--- config.mk ---
export PLATFORM = sky130hd
export DESIGN_NAME = weighted_time_slice_pool_selector_flat
export DESIGN_NICKNAME = d
export VERILOG_FILES = /design/src/rtl/wtss_pkg.sv /design/src/rtl/wtss_if.sv /design/src/rtl/wtss_cfg.sv /design/src/rtl/wtss_div.sv /design/src/rtl/weighted_time_slice_pool_selector.sv /design/src/flat_wrapper.sv
export VERILOG_INCLUDE_DIRS = /design/src /design/src/rtl
export SDC_FILE = /design/constraint.sdc
export NUM_CORES = 1
export LEC_CHECK = 0
export ABC_AREA = 1
export ABC_CLOCK_PERIOD_IN_PS = 4100
export BUFFER_PORTS_ARGS = -buffer_cell sky130_fd_sc_hd__buf_2
export CORE_MARGIN = 1.5
export CORE_UTILIZATION = 57
export CTS_CLUSTER_DIAMETER = 80
export DETAILED_ROUTE_END_ITERATION = 6
export PLACE_DENSITY_LB_ADDON = 0.08
export SYNTH_ARGS = -nofsm -noshare
export SYNTH_HDL_FRONTEND = slang
export SYNTH_HIERARCHICAL = 1
export SYNTH_SLANG_ARGS = --single-unit
--- constraint.sdc ---
create_clock -name clk -period 4.1 [get_ports clk]
set_clock_uncertainty 0.05 [all_clocks]
set_input_delay 0.41 -clock clk [delete_from_list [all_inputs] [get_ports clk]]
set_output_delay 0.41 -clock clk [all_outputs]
set_load 0.02 [all_outputs]
--- src/rtl/weighted_time_slice_pool_selector_macros.svh ---
// ----------------------------------------------------------------------------
// Assertion macros for the slice selector
// Shared assertion forms; the using scope provides clk and rst_n.
// ----------------------------------------------------------------------------
`ifndef WEIGHTED_TIME_SLICE_POOL_SELECTOR_MACROS_SVH
`define WEIGHTED_TIME_SLICE_POOL_SELECTOR_MACROS_SVH

// same-cycle implication
`define WTSS_ASSERT_IMP(lbl, ante, cons, msg) \
    lbl: assert property (@(posedge clk) disable iff (!rst_n) (ante) |-> (cons)) \
        else $error(msg);

// next-cycle implication
`define WTSS_ASSERT_NXT(lbl, ante, cons, msg) \
    lbl: assert property (@(posedge clk) disable iff (!rst_n) (ante) |=> (cons)) \
        else $error(msg);

`endif

--- src/rtl/wtss_pkg.sv ---
// ----------------------------------------------------------------------------
// wtss_pkg
// Widths, constants, register indexes and mod-100 helpers for the selector.
// ----------------------------------------------------------------------------
`default_nettype none

package wtss_pkg;

    localparam int TIME_W     = 63;
    localparam int RATIO_W    = 7;
    localparam int INTERVAL_W = 16;
    localparam int PERIOD_W   = 26;   // interval_ms * 1000 fits below 2**26
    localparam int ACC_W      = 7;
    localparam int ADDR_W     = 3;
    localparam int DATA_W     = 32;
    localparam int CNT_W      = 6;

    localparam int ACC_MOD    = 100;
    localparam int US_PER_MS  = 1000;

    localparam logic [RATIO_W-1:0]    RATIO_RESET    = 7'd50;
    localparam logic [INTERVAL_W-1:0] INTERVAL_RESET = 16'd1000;

    // register index = paddr[2]
    localparam logic REG_RATIO    = 1'b0;
    localparam logic REG_INTERVAL = 1'b1;

    typedef struct packed {
        logic busy;
        logic done;
    } div_stat_t;

    // v < 300 -> v mod 100
    function automatic logic [ACC_W-1:0] mod_reduce(input logic [8:0] v);
        logic [8:0] t;
        t = v;
        if (t >= 9'(2 * ACC_MOD))
            t = t - 9'(2 * ACC_MOD);
        else if (t >= 9'(ACC_MOD))
            t = t - 9'(ACC_MOD);
        return t[ACC_W-1:0];
    endfunction

    // Horner step of (q * r) mod 100 for one quotient bit, y < 100, r <= 100
    function automatic logic [ACC_W-1:0] mod_step(input logic [ACC_W-1:0] y,
                                                  input logic b,
                                                  input logic [RATIO_W-1:0] r);
        logic [8:0] v;
        v = {1'b0, y, 1'b0} + (b ? {2'b00, r} : 9'd0);
        return mod_reduce(v);
    endfunction

endpackage

`default_nettype wire

--- src/rtl/wtss_if.sv ---
// ----------------------------------------------------------------------------
// wtss_req_if / wtss_res_if
// Valid/ready channels for timestamp requests and target answers.
// ----------------------------------------------------------------------------
`default_nettype none

interface wtss_req_if;
    import wtss_pkg::*;
    logic              valid;
    logic              ready;
    logic [TIME_W-1:0] time_us;
    modport source (output valid, output time_us, input ready);
    modport sink   (input valid, input time_us, output ready);
endinterface

interface wtss_res_if;
    logic valid;
    logic ready;
    logic selected_target;
    modport source (output valid, output selected_target, input ready);
    modport sink   (input valid, input selected_target, output ready);
endinterface

`default_nettype wire

--- src/rtl/wtss_cfg.sv ---
// ----------------------------------------------------------------------------
// wtss_cfg
// APB register file: slice ratio and slice interval.
// ----------------------------------------------------------------------------
`default_nettype none

module wtss_cfg (
    input  wire logic                            clk,
    input  wire logic                            rst_n,
    input  wire logic                            psel,
    input  wire logic                            penable,
    input  wire logic                            pwrite,
    input  wire logic [wtss_pkg::ADDR_W-1:0]     paddr,
    input  wire logic [wtss_pkg::DATA_W-1:0]     pwdata,
    output logic      [wtss_pkg::DATA_W-1:0]     prdata,
    output logic                                 pready,
    output logic      [wtss_pkg::RATIO_W-1:0]    ratio,
    output logic      [wtss_pkg::INTERVAL_W-1:0] interval
);
    import wtss_pkg::*;

    logic [RATIO_W-1:0]    ratio_reg;
    logic [INTERVAL_W-1:0] interval_reg;
    logic                  wr_en;

    assign pready = 1'b1;
    assign wr_en  = psel && penable && pwrite;

    always_ff @(posedge clk or negedge rst_n)
    begin
        if (!rst_n)
        begin
            ratio_reg    <= RATIO_RESET;
            interval_reg <= INTERVAL_RESET;
        end
        else if (wr_en)
        begin
            case (paddr[2])
                REG_RATIO:    ratio_reg    <= pwdata[RATIO_W-1:0];
                REG_INTERVAL: interval_reg <= pwdata[INTERVAL_W-1:0];
                default:      ;
            endcase
        end
    end

    always_comb
    begin
        case (paddr[2])
            REG_RATIO:    prdata = DATA_W'(ratio_reg);
            REG_INTERVAL: prdata = DATA_W'(interval_reg);
            default:      prdata = '0;
        endcase
    end

    assign ratio    = ratio_reg;
    assign interval = interval_reg;

endmodule

`default_nettype wire

--- src/rtl/wtss_div.sv ---
// ----------------------------------------------------------------------------
// wtss_div
// Bit-serial restoring divider: elapsed us / slice period. One compare and
// subtract per cycle; tracks quotient*ratio mod 100 as quotient bits appear.
// ----------------------------------------------------------------------------
`default_nettype none

module wtss_div (
    input  wire logic                          clk,
    input  wire logic                          rst_n,
    input  wire logic                          start,
    input  wire logic [wtss_pkg::TIME_W-1:0]   dividend,
    input  wire logic [wtss_pkg::PERIOD_W-1:0] divisor,
    input  wire logic [wtss_pkg::RATIO_W-1:0]  ratio,
    output wtss_pkg::div_stat_t                stat,
    output logic                               quot_nz,
    output logic      [wtss_pkg::PERIOD_W-1:0] rem,
    output logic      [wtss_pkg::ACC_W-1:0]    qr_mod
);
    import wtss_pkg::*;

    logic [TIME_W-1:0]   dvd_reg, dvd_next;
    logic [PERIOD_W-1:0] rem_reg, rem_next;
    logic [ACC_W-1:0]    y_reg, y_next;
    logic                nz_reg, nz_next;
    logic [CNT_W-1:0]    cnt_reg, cnt_next;
    logic                busy_reg, busy_next;
    logic                done_reg, done_next;
    logic [PERIOD_W:0]   trial;
    logic                ge;

    assign trial = {rem_reg, dvd_reg[TIME_W-1]};
    assign ge    = trial >= {1'b0, divisor};

    always_comb
    begin
        dvd_next  = dvd_reg;
        rem_next  = rem_reg;
        y_next    = y_reg;
        nz_next   = nz_reg;
        cnt_next  = cnt_reg;
        busy_next = busy_reg;
        done_next = 1'b0;
        if (start && !busy_reg)
        begin
            dvd_next  = dividend;
            rem_next  = '0;
            y_next    = '0;
            nz_next   = 1'b0;
            cnt_next  = '0;
            busy_next = 1'b1;
        end
        else if (busy_reg)
        begin
            dvd_next = {dvd_reg[TIME_W-2:0], 1'b0};
            rem_next = ge ? PERIOD_W'(trial - {1'b0, divisor}) : trial[PERIOD_W-1:0];
            y_next   = mod_step(y_reg, ge, ratio);
            nz_next  = nz_reg | ge;
            cnt_next = cnt_reg + CNT_W'(1);
            if (cnt_reg == CNT_W'(TIME_W - 1))
            begin
                busy_next = 1'b0;
                done_next = 1'b1;
            end
        end
    end

    always_ff @(posedge clk or negedge rst_n)
    begin
        if (!rst_n)
        begin
            busy_reg <= 1'b0;
            done_reg <= 1'b0;
            cnt_reg  <= '0;
        end
        else
        begin
            busy_reg <= busy_next;
            done_reg <= done_next;
            cnt_reg  <= cnt_next;
        end
    end

    always_ff @(posedge clk)
    begin
        dvd_reg <= dvd_next;
        rem_reg <= rem_next;
        y_reg   <= y_next;
        nz_reg  <= nz_next;
    end

    assign stat.busy = busy_reg;
    assign stat.done = done_reg;
    assign quot_nz   = nz_reg;
    assign rem       = rem_reg;
    assign qr_mod    = y_reg;

endmodule

`default_nettype wire

--- src/rtl/weighted_time_slice_pool_selector.sv ---
// ----------------------------------------------------------------------------
// Answer path from the request beat: set in PREP when interval is zero or time
// is behind the slice start, via FIN on the first request, via LAUNCH and DIV
// (63-step serial divider) when no whole slice has passed, via LAUNCH, DIV, FIN
// when slices advance. One request in flight; ready rises after the answer beat.
// Reset (async, active low) clears owner, accumulator, started flag, slice start
// and registers (ratio 50, interval 1000 ms).
// ----------------------------------------------------------------------------
`default_nettype none

`include "weighted_time_slice_pool_selector_macros.svh"

module weighted_time_slice_pool_selector (
    input  wire logic                            clk,
    input  wire logic                            rst_n,
    wtss_req_if.sink                             req,
    wtss_res_if.source                           res,
    input  wire logic                            psel,
    input  wire logic                            penable,
    input  wire logic                            pwrite,
    input  wire logic [wtss_pkg::ADDR_W-1:0]     paddr,
    input  wire logic [wtss_pkg::DATA_W-1:0]     pwdata,
    output logic      [wtss_pkg::DATA_W-1:0]     prdata,
    output logic                                 pready
);
    import wtss_pkg::*;

    localparam logic [2:0] S_IDLE   = 3'd0;
    localparam logic [2:0] S_PREP   = 3'd1;
    localparam logic [2:0] S_LAUNCH = 3'd2;
    localparam logic [2:0] S_DIV    = 3'd3;
    localparam logic [2:0] S_FIN    = 3'd4;

    logic [RATIO_W-1:0]    ratio;
    logic [INTERVAL_W-1:0] interval;
    logic [RATIO_W-1:0]    r_eff;

    logic [2:0]          state_reg, state_next;
    logic                started_reg, started_next;
    logic [ACC_W-1:0]    acc_reg, acc_next;
    logic                target_reg, target_next;
    logic [TIME_W-1:0]   start_reg, start_next;
    logic                out_valid_reg, out_valid_next;
    logic                out_sel_reg, out_sel_next;

    logic [TIME_W-1:0]   now_reg, now_next;
    logic [TIME_W-1:0]   elapsed_reg, elapsed_next;
    logic [PERIOD_W-1:0] period_reg, period_next;
    logic [ACC_W-1:0]    bl_reg, bl_next;

    logic [TIME_W:0]     diff;
    logic [7:0]          sum;
    logic                accept;

    div_stat_t           div_stat;
    logic                quot_nz;
    logic [PERIOD_W-1:0] rem;
    logic [ACC_W-1:0]    qr_mod;

    wtss_cfg u_cfg (
        .clk      (clk),
        .rst_n    (rst_n),
        .psel     (psel),
        .penable  (penable),
        .pwrite   (pwrite),
        .paddr    (paddr),
        .pwdata   (pwdata),
        .prdata   (prdata),
        .pready   (pready),
        .ratio    (ratio),
        .interval (interval)
    );

    wtss_div u_div (
        .clk      (clk),
        .rst_n    (rst_n),
        .start    (state_reg == S_LAUNCH),
        .dividend (elapsed_reg),
        .divisor  (period_reg),
        .ratio    (r_eff),
        .stat     (div_stat),
        .quot_nz  (quot_nz),
        .rem      (rem),
        .qr_mod   (qr_mod)
    );

    assign r_eff     = (ratio > RATIO_W'(ACC_MOD)) ? RATIO_W'(ACC_MOD) : ratio;
    assign req.ready = (state_reg == S_IDLE) && !out_valid_reg;
    assign accept    = req.valid && req.ready;
    assign res.valid = out_valid_reg;
    assign res.selected_target = out_sel_reg;

    // borrow bit set when now is behind the slice start
    assign diff = {1'b0, now_reg} - {1'b0, start_reg};
    assign sum  = {1'b0, bl_reg} + {1'b0, r_eff};

    always_comb
    begin
        state_next     = state_reg;
        started_next   = started_reg;
        acc_next       = acc_reg;
        target_next    = target_reg;
        start_next     = start_reg;
        out_valid_next = out_valid_reg;
        out_sel_next   = out_sel_reg;
        now_next       = now_reg;
        elapsed_next   = elapsed_reg;
        period_next    = period_reg;
        bl_next        = bl_reg;

        if (res.valid && res.ready)
            out_valid_next = 1'b0;

        case (state_reg)
            S_IDLE:
            begin
                if (accept)
                begin
                    now_next   = req.time_us;
                    state_next = S_PREP;
                end
            end
            S_PREP:
            begin
                if (!started_reg)
                begin
                    started_next = 1'b1;
                    start_next   = now_reg;
                    bl_next      = acc_reg;
                    state_next   = S_FIN;
                end
                else if (interval == '0 || diff[TIME_W])
                begin
                    out_valid_next = 1'b1;
                    out_sel_next   = target_reg;
                    state_next     = S_IDLE;
                end
                else
                begin
                    elapsed_next = diff[TIME_W-1:0];
                    period_next  = PERIOD_W'(interval) * PERIOD_W'(US_PER_MS);
                    state_next   = S_LAUNCH;
                end
            end
            S_LAUNCH:
            begin
                state_next = S_DIV;
            end
            S_DIV:
            begin
                if (div_stat.done)
                begin
                    if (quot_nz)
                    begin
                        start_next = now_reg - TIME_W'(rem);
                        // accumulator before the last advance: acc + (n-1)*r mod 100
                        bl_next    = mod_reduce(9'(acc_reg) + 9'(qr_mod)
                                                + (9'(ACC_MOD) - 9'(r_eff)));
                        state_next = S_FIN;
                    end
                    else
                    begin
                        out_valid_next = 1'b1;
                        out_sel_next   = target_reg;
                        state_next     = S_IDLE;
                    end
                end
            end
            S_FIN:
            begin
                if (sum >= 8'(ACC_MOD))
                begin
                    acc_next    = ACC_W'(sum - 8'(ACC_MOD));
                    target_next = 1'b0;
                end
                else
                begin
                    acc_next    = sum[ACC_W-1:0];
                    target_next = 1'b1;
                end
                out_valid_next = 1'b1;
                out_sel_next   = target_next;
                state_next     = S_IDLE;
            end
            default:
            begin
                state_next = S_IDLE;
            end
        endcase
    end

    always_ff @(posedge clk or negedge rst_n)
    begin
        if (!rst_n)
        begin
            state_reg     <= S_IDLE;
            started_reg   <= 1'b0;
            acc_reg       <= '0;
            target_reg    <= 1'b0;
            start_reg     <= '0;
            out_valid_reg <= 1'b0;
            out_sel_reg   <= 1'b0;
        end
        else
        begin
            state_reg     <= state_next;
            started_reg   <= started_next;
            acc_reg       <= acc_next;
            target_reg    <= target_next;
            start_reg     <= start_next;
            out_valid_reg <= out_valid_next;
            out_sel_reg   <= out_sel_next;
        end
    end

    always_ff @(posedge clk)
    begin
        now_reg     <= now_next;
        elapsed_reg <= elapsed_next;
        period_reg  <= period_next;
        bl_reg      <= bl_next;
    end

    `WTSS_ASSERT_IMP(a_div_state, div_stat.busy || div_stat.done, state_reg == S_DIV, "div busy")
    `WTSS_ASSERT_IMP(a_acc_range, 1'b1, acc_reg < ACC_W'(ACC_MOD), "accumulator out of range")
    `WTSS_ASSERT_IMP(a_unstarted, !started_reg, acc_reg == '0 && !target_reg, "early move")
    `WTSS_ASSERT_NXT(a_launch_busy, state_reg == S_LAUNCH, div_stat.busy, "no div start")

endmodule

`default_nettype wire
--- src/flat_wrapper.sv ---
// flat-port wrapper written by rule: the top's interface ports become plain ports
module weighted_time_slice_pool_selector_flat import wtss_pkg::*;
  (clk, rst_n, psel, penable, pwrite, paddr, pwdata, prdata, pready, req_valid, req_time_us, req_ready, res_valid, res_selected_target, res_ready);
  wtss_req_if req_i ();
  wtss_res_if res_i ();
  input  wire logic clk;
  input  wire logic rst_n;
  input  wire logic psel;
  input  wire logic penable;
  input  wire logic pwrite;
  input  wire logic [wtss_pkg::ADDR_W-1:0] paddr;
  input  wire logic [wtss_pkg::DATA_W-1:0] pwdata;
  output logic      [wtss_pkg::DATA_W-1:0] prdata;
  output logic pready;
  input wire logic [$bits(req_i.valid)-1:0] req_valid;
  input wire logic [$bits(req_i.time_us)-1:0] req_time_us;
  output wire logic [$bits(req_i.ready)-1:0] req_ready;
  output wire logic [$bits(res_i.valid)-1:0] res_valid;
  output wire logic [$bits(res_i.selected_target)-1:0] res_selected_target;
  input wire logic [$bits(res_i.ready)-1:0] res_ready;
  assign req_i.valid = req_valid;
  assign req_i.time_us = req_time_us;
  assign req_ready = req_i.ready;
  assign res_valid = res_i.valid;
  assign res_selected_target = res_i.selected_target;
  assign res_i.ready = res_ready;
  weighted_time_slice_pool_selector u_core (.clk(clk), .rst_n(rst_n), .req(req_i), .res(res_i), .psel(psel), .penable(penable), .pwrite(pwrite), .paddr(paddr), .pwdata(pwdata), .prdata(prdata), .pready(pready));
endmodule
After elaboration in Yosys (flattened, before gate mapping)
Index checks and enable logic that the tools add are counted.
{ "word_totals": {"elab_cells": 123, "output_inout_bits": 36, "ff_bits": 361} }
{ "classes": {"n_reduce_logical": 21, "n_bitwise": 3, "mul": 1, "order_cmp": 7, "n_mux": 45, "eq_ne": 12, "add_sub_neg": 14} }
{ "op_table": {"columns": ["op", "count"], "rows": [
  ["two-way mux 63 bit", 5],
  ["case mux 63 bit (2 select lines)", 1],
  ["two-way mux 7 bit", 10],
  ["case mux 32 bit (2 select lines)", 1],
  ["subtractor 63 x 63 -> 64 bit", 1],
  ["subtractor 63 x 26 -> 63 bit", 1],
  ["subtractor 7 bit (second input constant)", 5],
  ["greater-or-equal comparator 27 x 26 -> 1 bit", 1],
  ["two-way mux 26 bit", 1],
  ["subtractor 26 bit", 1],
  ["multiplier 16 x 7 -> 23 bit (second input constant)", 1],
  ["greater-or-equal comparator 9 x 7 -> 1 bit (second input constant)", 2],
  ["greater-or-equal comparator 9 x 8 -> 1 bit (second input constant)", 2],
  ["adder 7 x 7 -> 8 bit", 2],
  ["zero test 16 bit", 1],
  ["two-way mux 1 bit", 16],
  ["case mux 7 bit (2 select lines)", 1],
  ["two-way mux 3 bit", 4],
  ["two-way mux 6 bit", 2],
  ["case mux 3 bit (4 select lines)", 1],
  ["adder 8 x 7 -> 9 bit", 1],
  ["adder 8 x 9 -> 9 bit", 1],
  ["greater-or-equal comparator 8 x 7 -> 1 bit (second input constant)", 1],
  ["!= test 2 bit (second input constant)", 4],
  ["22 further kinds", 37]
]} }

Logic depth before layout (Yosys ltp)
{ "logic_depth": {"ltp_word": 10, "depth_mapped": 32, "ltp_nobuf": 30} }

Modules after synthesis
The synthesis kept the hierarchy.
{ "modules_own_cells": {"columns": ["mod", "area_per_inst_um2", "n_inst", "seq_area_each_um2", "cells_per_inst"], "rows": [
  ["weighted_time_slice_pool_selector", 20320.7, 1, 6611.3, 2665],
  ["wtss_div", 6603.8, 1, 2772.7, 873],
  ["wtss_cfg", 1234.9, 1, 586.8, 164]
]} }

Least setup slack after synthesis
No wires, ideal clock.
{ "synth_timing": {"path_kind": "register -> register", "start": "register u_core.u_cfg.ratio_reg[1] (netlist: u_core/u_cfg/ratio[1])", "end": "register u_core.bl_reg[5], data pin", "path_stages_with_launch": 29, "arrival_ps": 3873, "path_buffers": 1, "path_slack_ps": -76, "cell_sequence": "dfstp_2 inv_1 a21oi_1 nor3_1 nor2_1 nor2_1 inv_1 ha_1 inv_1 nand2_1 o21ai_0 xor2_1 fa_1 ha_1 nand3_1 and2_1 buf_6 ha_1 inv_1 nor2_1 nand2_1 nand3_2 nand3_2 nand2_1 nand2_1 nand2_1 nand2_1 nand2_1 nand2_1"} }
{ "synth_between": {"elab_chain_cells": 10, "word_cells_on_any_way": 13, "cone_classes": "4 x add/sub; 3 x order compare; 6 x mux"} }
{ "synth_lines": {"columns": ["element", "line_no", "rtl"], "rows": [
  ["start: declaration", "wtss_cfg.sv:22", "logic [RATIO_W-1:0] ratio_reg;"],
  ["start signal: assignment", "wtss_cfg.sv:39", "REG_RATIO: ratio_reg <= pwdata[RATIO_W-1:0];"],
  ["> comparator 7 bit", "weighted_time_slice_pool_selector.sv:87", "assign r_eff = (ratio > RATIO_W'(ACC_MOD)) ? RATIO_W'(ACC_MOD) : ratio;"],
  ["two-way mux 7 bit (*)", "weighted_time_slice_pool_selector.sv:87", null],
  ["named net u_core.r_eff[1]", "weighted_time_slice_pool_selector.sv:36", "logic [RATIO_W-1:0] r_eff;"],
  ["subtractor 7 x 7 -> 8 bit (*)", "weighted_time_slice_pool_selector.sv:158", "+ (9'(ACC_MOD) - 9'(r_eff)));"],
  ["adder 8 x 9 -> 9 bit (*)", "weighted_time_slice_pool_selector.sv:158", null],
  ["greater-or-equal comparator 9 x 7 -> 1 bit / subtractor 7 bit (equally long branches)", "wtss_pkg.sv:39, wtss_pkg.sv:40", null],
  ["two-way mux 7 bit", "wtss_pkg.sv:39", "else if (t >= 9'(ACC_MOD))"],
  ["two-way mux 7 bit (*)", "wtss_pkg.sv:37", "if (t >= 9'(2 * ACC_MOD))"],
  ["two-way mux 7 bit (*)", "weighted_time_slice_pool_selector.sv:153", "if (quot_nz)"],
  ["two-way mux 7 bit (*)", "weighted_time_slice_pool_selector.sv:151", "if (div_stat.done)"],
  ["case mux 7 bit (2 select lines) (*)", "weighted_time_slice_pool_selector.sv:114", "case (state_reg)"],
  ["named net u_core.bl_next[5]", "weighted_time_slice_pool_selector.sv:49", "logic [ACC_W-1:0] bl_reg, bl_next;"],
  ["end signal: assignment", "weighted_time_slice_pool_selector.sv:221", "bl_reg <= bl_next;"],
  ["end: declaration", "weighted_time_slice_pool_selector.sv:49", null]
]} }
Mark *: on every way through the listed nets, which the timed path passes. The rest lies on a longest branch. The select of a mux whose other input is x is not followed.
A chain may end at the register's enable or synchronous reset.

Worst setup path after layout
{ "layout_timing": {"start": "register u_core.u_cfg.interval_reg[7] (netlist: u_core/u_cfg/interval[7])", "end": "register u_core.period_reg[18], data pin"} }
{ "layout_between": {"elab_chain_cells": 1} }
{ "layout_lines": {"columns": ["element", "line_no", "rtl"], "rows": [
  ["start: declaration", "wtss_cfg.sv:23", "logic [INTERVAL_W-1:0] interval_reg;"],
  ["start signal: assignment", "wtss_cfg.sv:40", "REG_INTERVAL: interval_reg <= pwdata[INTERVAL_W-1:0];"],
  ["multiplier 16 x 7 -> 23 bit", "weighted_time_slice_pool_selector.sv:141", "period_next = PERIOD_W'(interval) * PERIOD_W'(US_PER_MS);"],
  ["end signal: assignment", "weighted_time_slice_pool_selector.sv:220", "period_reg <= period_next;"],
  ["end: declaration", "weighted_time_slice_pool_selector.sv:48", "logic [PERIOD_W-1:0] period_reg, period_next;"]
]} }
No other way between the ends.

==> results summary <==
Setup violations remaining at the end of the flow were counted as 11. The clock period minus worst slack came out at 4.27 ns. The number of top-level pins is 141. The filler cell count came out at 4,019. The initial antenna violation count is 9. The startpoint identified for the worst register-to-register timing path is u_core/u_cfg/interval[7]$_DFFE_PN1P_. The aggregate negative setup slack is -1.09 ns.

The largest fanout on the critical path came out at 5. The path class of the tightest hold or removal check is in -> reg. The number of synthesis warnings came out at 6. The row count came out at 81.

The total congestion overflow came out at 0. The slew at the pin closest to its max-slew limit came out at 0.929 ns. The data required time at the worst endpoint is 4.38 ns. The area growth from synthesis to layout came out at 18.7%. The clock-pin slew on the worst setup and hold paths is 0.06 ns. For this configuration, the core starts out at a cell density of 0.576. In this run the tool buffered the top-level ports with 105 buffer cells. The die is 225 um wide.

The part of the cycle the worst path needs came out at 1.04. The floorplan step defined a core boundary enclosing 48,800 sq um. Entering global routing, the biggest net connects 65 pins.

The detailed-routing iteration count for the pre-antenna-repair pass is 6. The initial detailed-routing violation count came out at 2,007. For this run, the post-layout net count is 4,401. The final count of pins violating max slew came out at 0. The die area came out at 50,700 sq um. The number of global-route vias before repair came to 25,352.

The most critical setup path has its endpoint at u_core/period_reg[18]$_DFFE_PP_. The global-route wire length before repair came out at 131 mm. The type of the worst setup path is reg -> reg.

Clock tree synthesis selected as its root buffer the cell sky130_fd_sc_hd__clkbuf_16. TritonCTS built the clock tree. The signal arrival time at the worst endpoint came out at 4.55 ns. The post-placement cell count came out at 4,535. The minimum setup slack in the final design came out at -0.169 ns. Using the TritonRoute via totals, the vias-per-cell ratio works out to 5.49. The final reports fail on negative setup slack. For this run, the total global-route usage over all layers was measured as 0.333. The pre-CTS setup slack is -0.267 ns. In this run the critical register-to-register path is captured at u_core/period_reg[18]$_DFFE_PP_. The number of cells on the worst reg-to-reg path came out at 15. The hold violation total from the final report is 0. The total number of vias is 25,936. The share of final-layout standard cells stronger than drive strength 1 came out at 0.148. The detailed placer's ending HPWL is 66.5 mm. Setup repair after global routing could not meet its margin everywhere.

The number of clock sinks came out at 361. The setup slack of the worst register-to-register path is -0.17 ns. The max-slew headroom at the worst pin is 0.380. Routability-driven placement finished with a final weighted congestion of 1.02. The source-to-sink clock delay at the later pin of the worst-skew pair came out at 0.59 ns. The achievable frequency came out at 234 MHz. The worst setup path is launched from a flip-flop. Once detail routing completed, the nets flagged for antenna violations numbered 0. The die is 225 um tall. The number of maximum-capacitance constraint violations is 0. The timing startpoint of the critical path is u_core/u_cfg/interval[7]$_DFFE_PN1P_. The sum of routed wire length over all layers came out at 85.4 mm. The post-synthesis average cell area is 7.61 sq um. The post-route non-filler standard cell count came out at 4,723. For this run, design rule violations remaining after detail routing come to 0. The count of mapped cells out of synthesis is 3,701.

Summing every instance area after synthesis gives 28,200 sq um. The post-detailed-route wirelength per cell is 18.1 um. The total CTS buffers came out at 42. STA classifies the critical path endpoint as a flip-flop. The clock tree synthesis step divided the H-tree into 2 levels. The buffer depth of the longest clock path is 3. The run finished, with violations left.
[critical path: stages (launching register included)]
cell and delay, ns:
sky130_fd_sc_hd__dfstp_2 0.61, sky130_fd_sc_hd__fa_1 0.46, sky130_fd_sc_hd__inv_1 0.08, sky130_fd_sc_hd__fa_1 0.41, sky130_fd_sc_hd__inv_1 0.08, sky130_fd_sc_hd__fa_1 0.47, sky130_fd_sc_hd__fa_2 0.62, sky130_fd_sc_hd__ha_4 0.22
sky130_fd_sc_hd__buf_4 0.16, sky130_fd_sc_hd__nand2_2 0.11, sky130_fd_sc_hd__nor2_4 0.06, sky130_fd_sc_hd__nand2_1 0.10, sky130_fd_sc_hd__nand3_2 0.14, sky130_fd_sc_hd__a31oi_4 0.22, sky130_fd_sc_hd__o21ai_2 0.08, sky130_fd_sc_hd__xor2_1 0.14
[through the flow]
stage / util / area (sq um) / hold slack [ns]
after floorplan: - / 28300 / 0.0644
after global placement: 0.617 / 30100 / 0.384
after detailed placement: 0.617 / 30100 / 0.396
after CTS: 0.671 / 32800 / 0.000904
after global routing: 0.684 / 33400 / 0.0322
final: 0.684 / 33400 / 0.0301
[layer usage]
metal | global-route usage | vias to the layer above | part of all wire
met3 | 0.0462 | 226 | 0.059
met2 | 0.569 | 964 | 0.48
met1 | 0.418 | 12094 | 0.41
li1 | - | 12646 | -
met5 | 0 | - | 0.00039
met4 | 0.149 | 6 | 0.046
[cell usage in the layout (no fill, tap or decap), types with 104 or more instances in the layout]
cell type	instances
sky130_fd_sc_hd__a21oi_1	180
sky130_fd_sc_hd__buf_2	104
sky130_fd_sc_hd__ha_1	184
sky130_fd_sc_hd__nor2_1	323
sky130_fd_sc_hd__nand3_1	188
sky130_fd_sc_hd__nand2_1	1064
sky130_fd_sc_hd__edfxtp_1	219
sky130_fd_sc_hd__buf_4	145
sky130_fd_sc_hd__inv_1	508
sky130_fd_sc_hd__o21ai_0	157
[final cells by class]
type                       instances  area (sq um)  area share
multi-input combinational       2739         16500       0.494
sequential                       361          9980       0.299
tap                              664           831      0.0249
inverter                         541          2040      0.0612
timing repair buffer             334          2500      0.0750
antenna                            7          17.5    0.000524
clock buffer                      46          1090      0.0326
clock inverter                    31           442      0.0132
[how the worst min path moves through the flow]
stage                                    from  slack, ns                                    to  cells after the start
2_1_floorplan                           rst_n       0.06         u_core/acc_reg[0]$_DFFE_PN0P_                      0
3_3_place_gp   u_core/started_reg$_DFFE_PN0P_       0.38        u_core/started_reg$_DFFE_PN0P_                      2
3_5_place_dp   u_core/started_reg$_DFFE_PN0P_       0.40        u_core/started_reg$_DFFE_PN0P_                      2
4_1_cts                             pwdata[9]     0.0009  u_core/u_cfg/interval[9]$_DFFE_PN1P_                      3
5_1_grt                             pwdata[6]       0.03  u_core/u_cfg/interval[6]$_DFFE_PN1P_                      3
6_report                            pwdata[1]       0.03     u_core/u_cfg/ratio[1]$_DFFE_PN1P_                      3
[repair_timing]
item                                    in CTS  in global routing
endpoints found under the setup margin      18                 24
pin swaps                                   40                 62
gates resized for setup                     57                100
hold buffers                                70                  0
hold endpoints to repair                   113                  0
buffers inserted                             9                 26
Power is not shown: default switching activity piles up to over one toggle a cycle in this logic, so the estimate is an artifact.
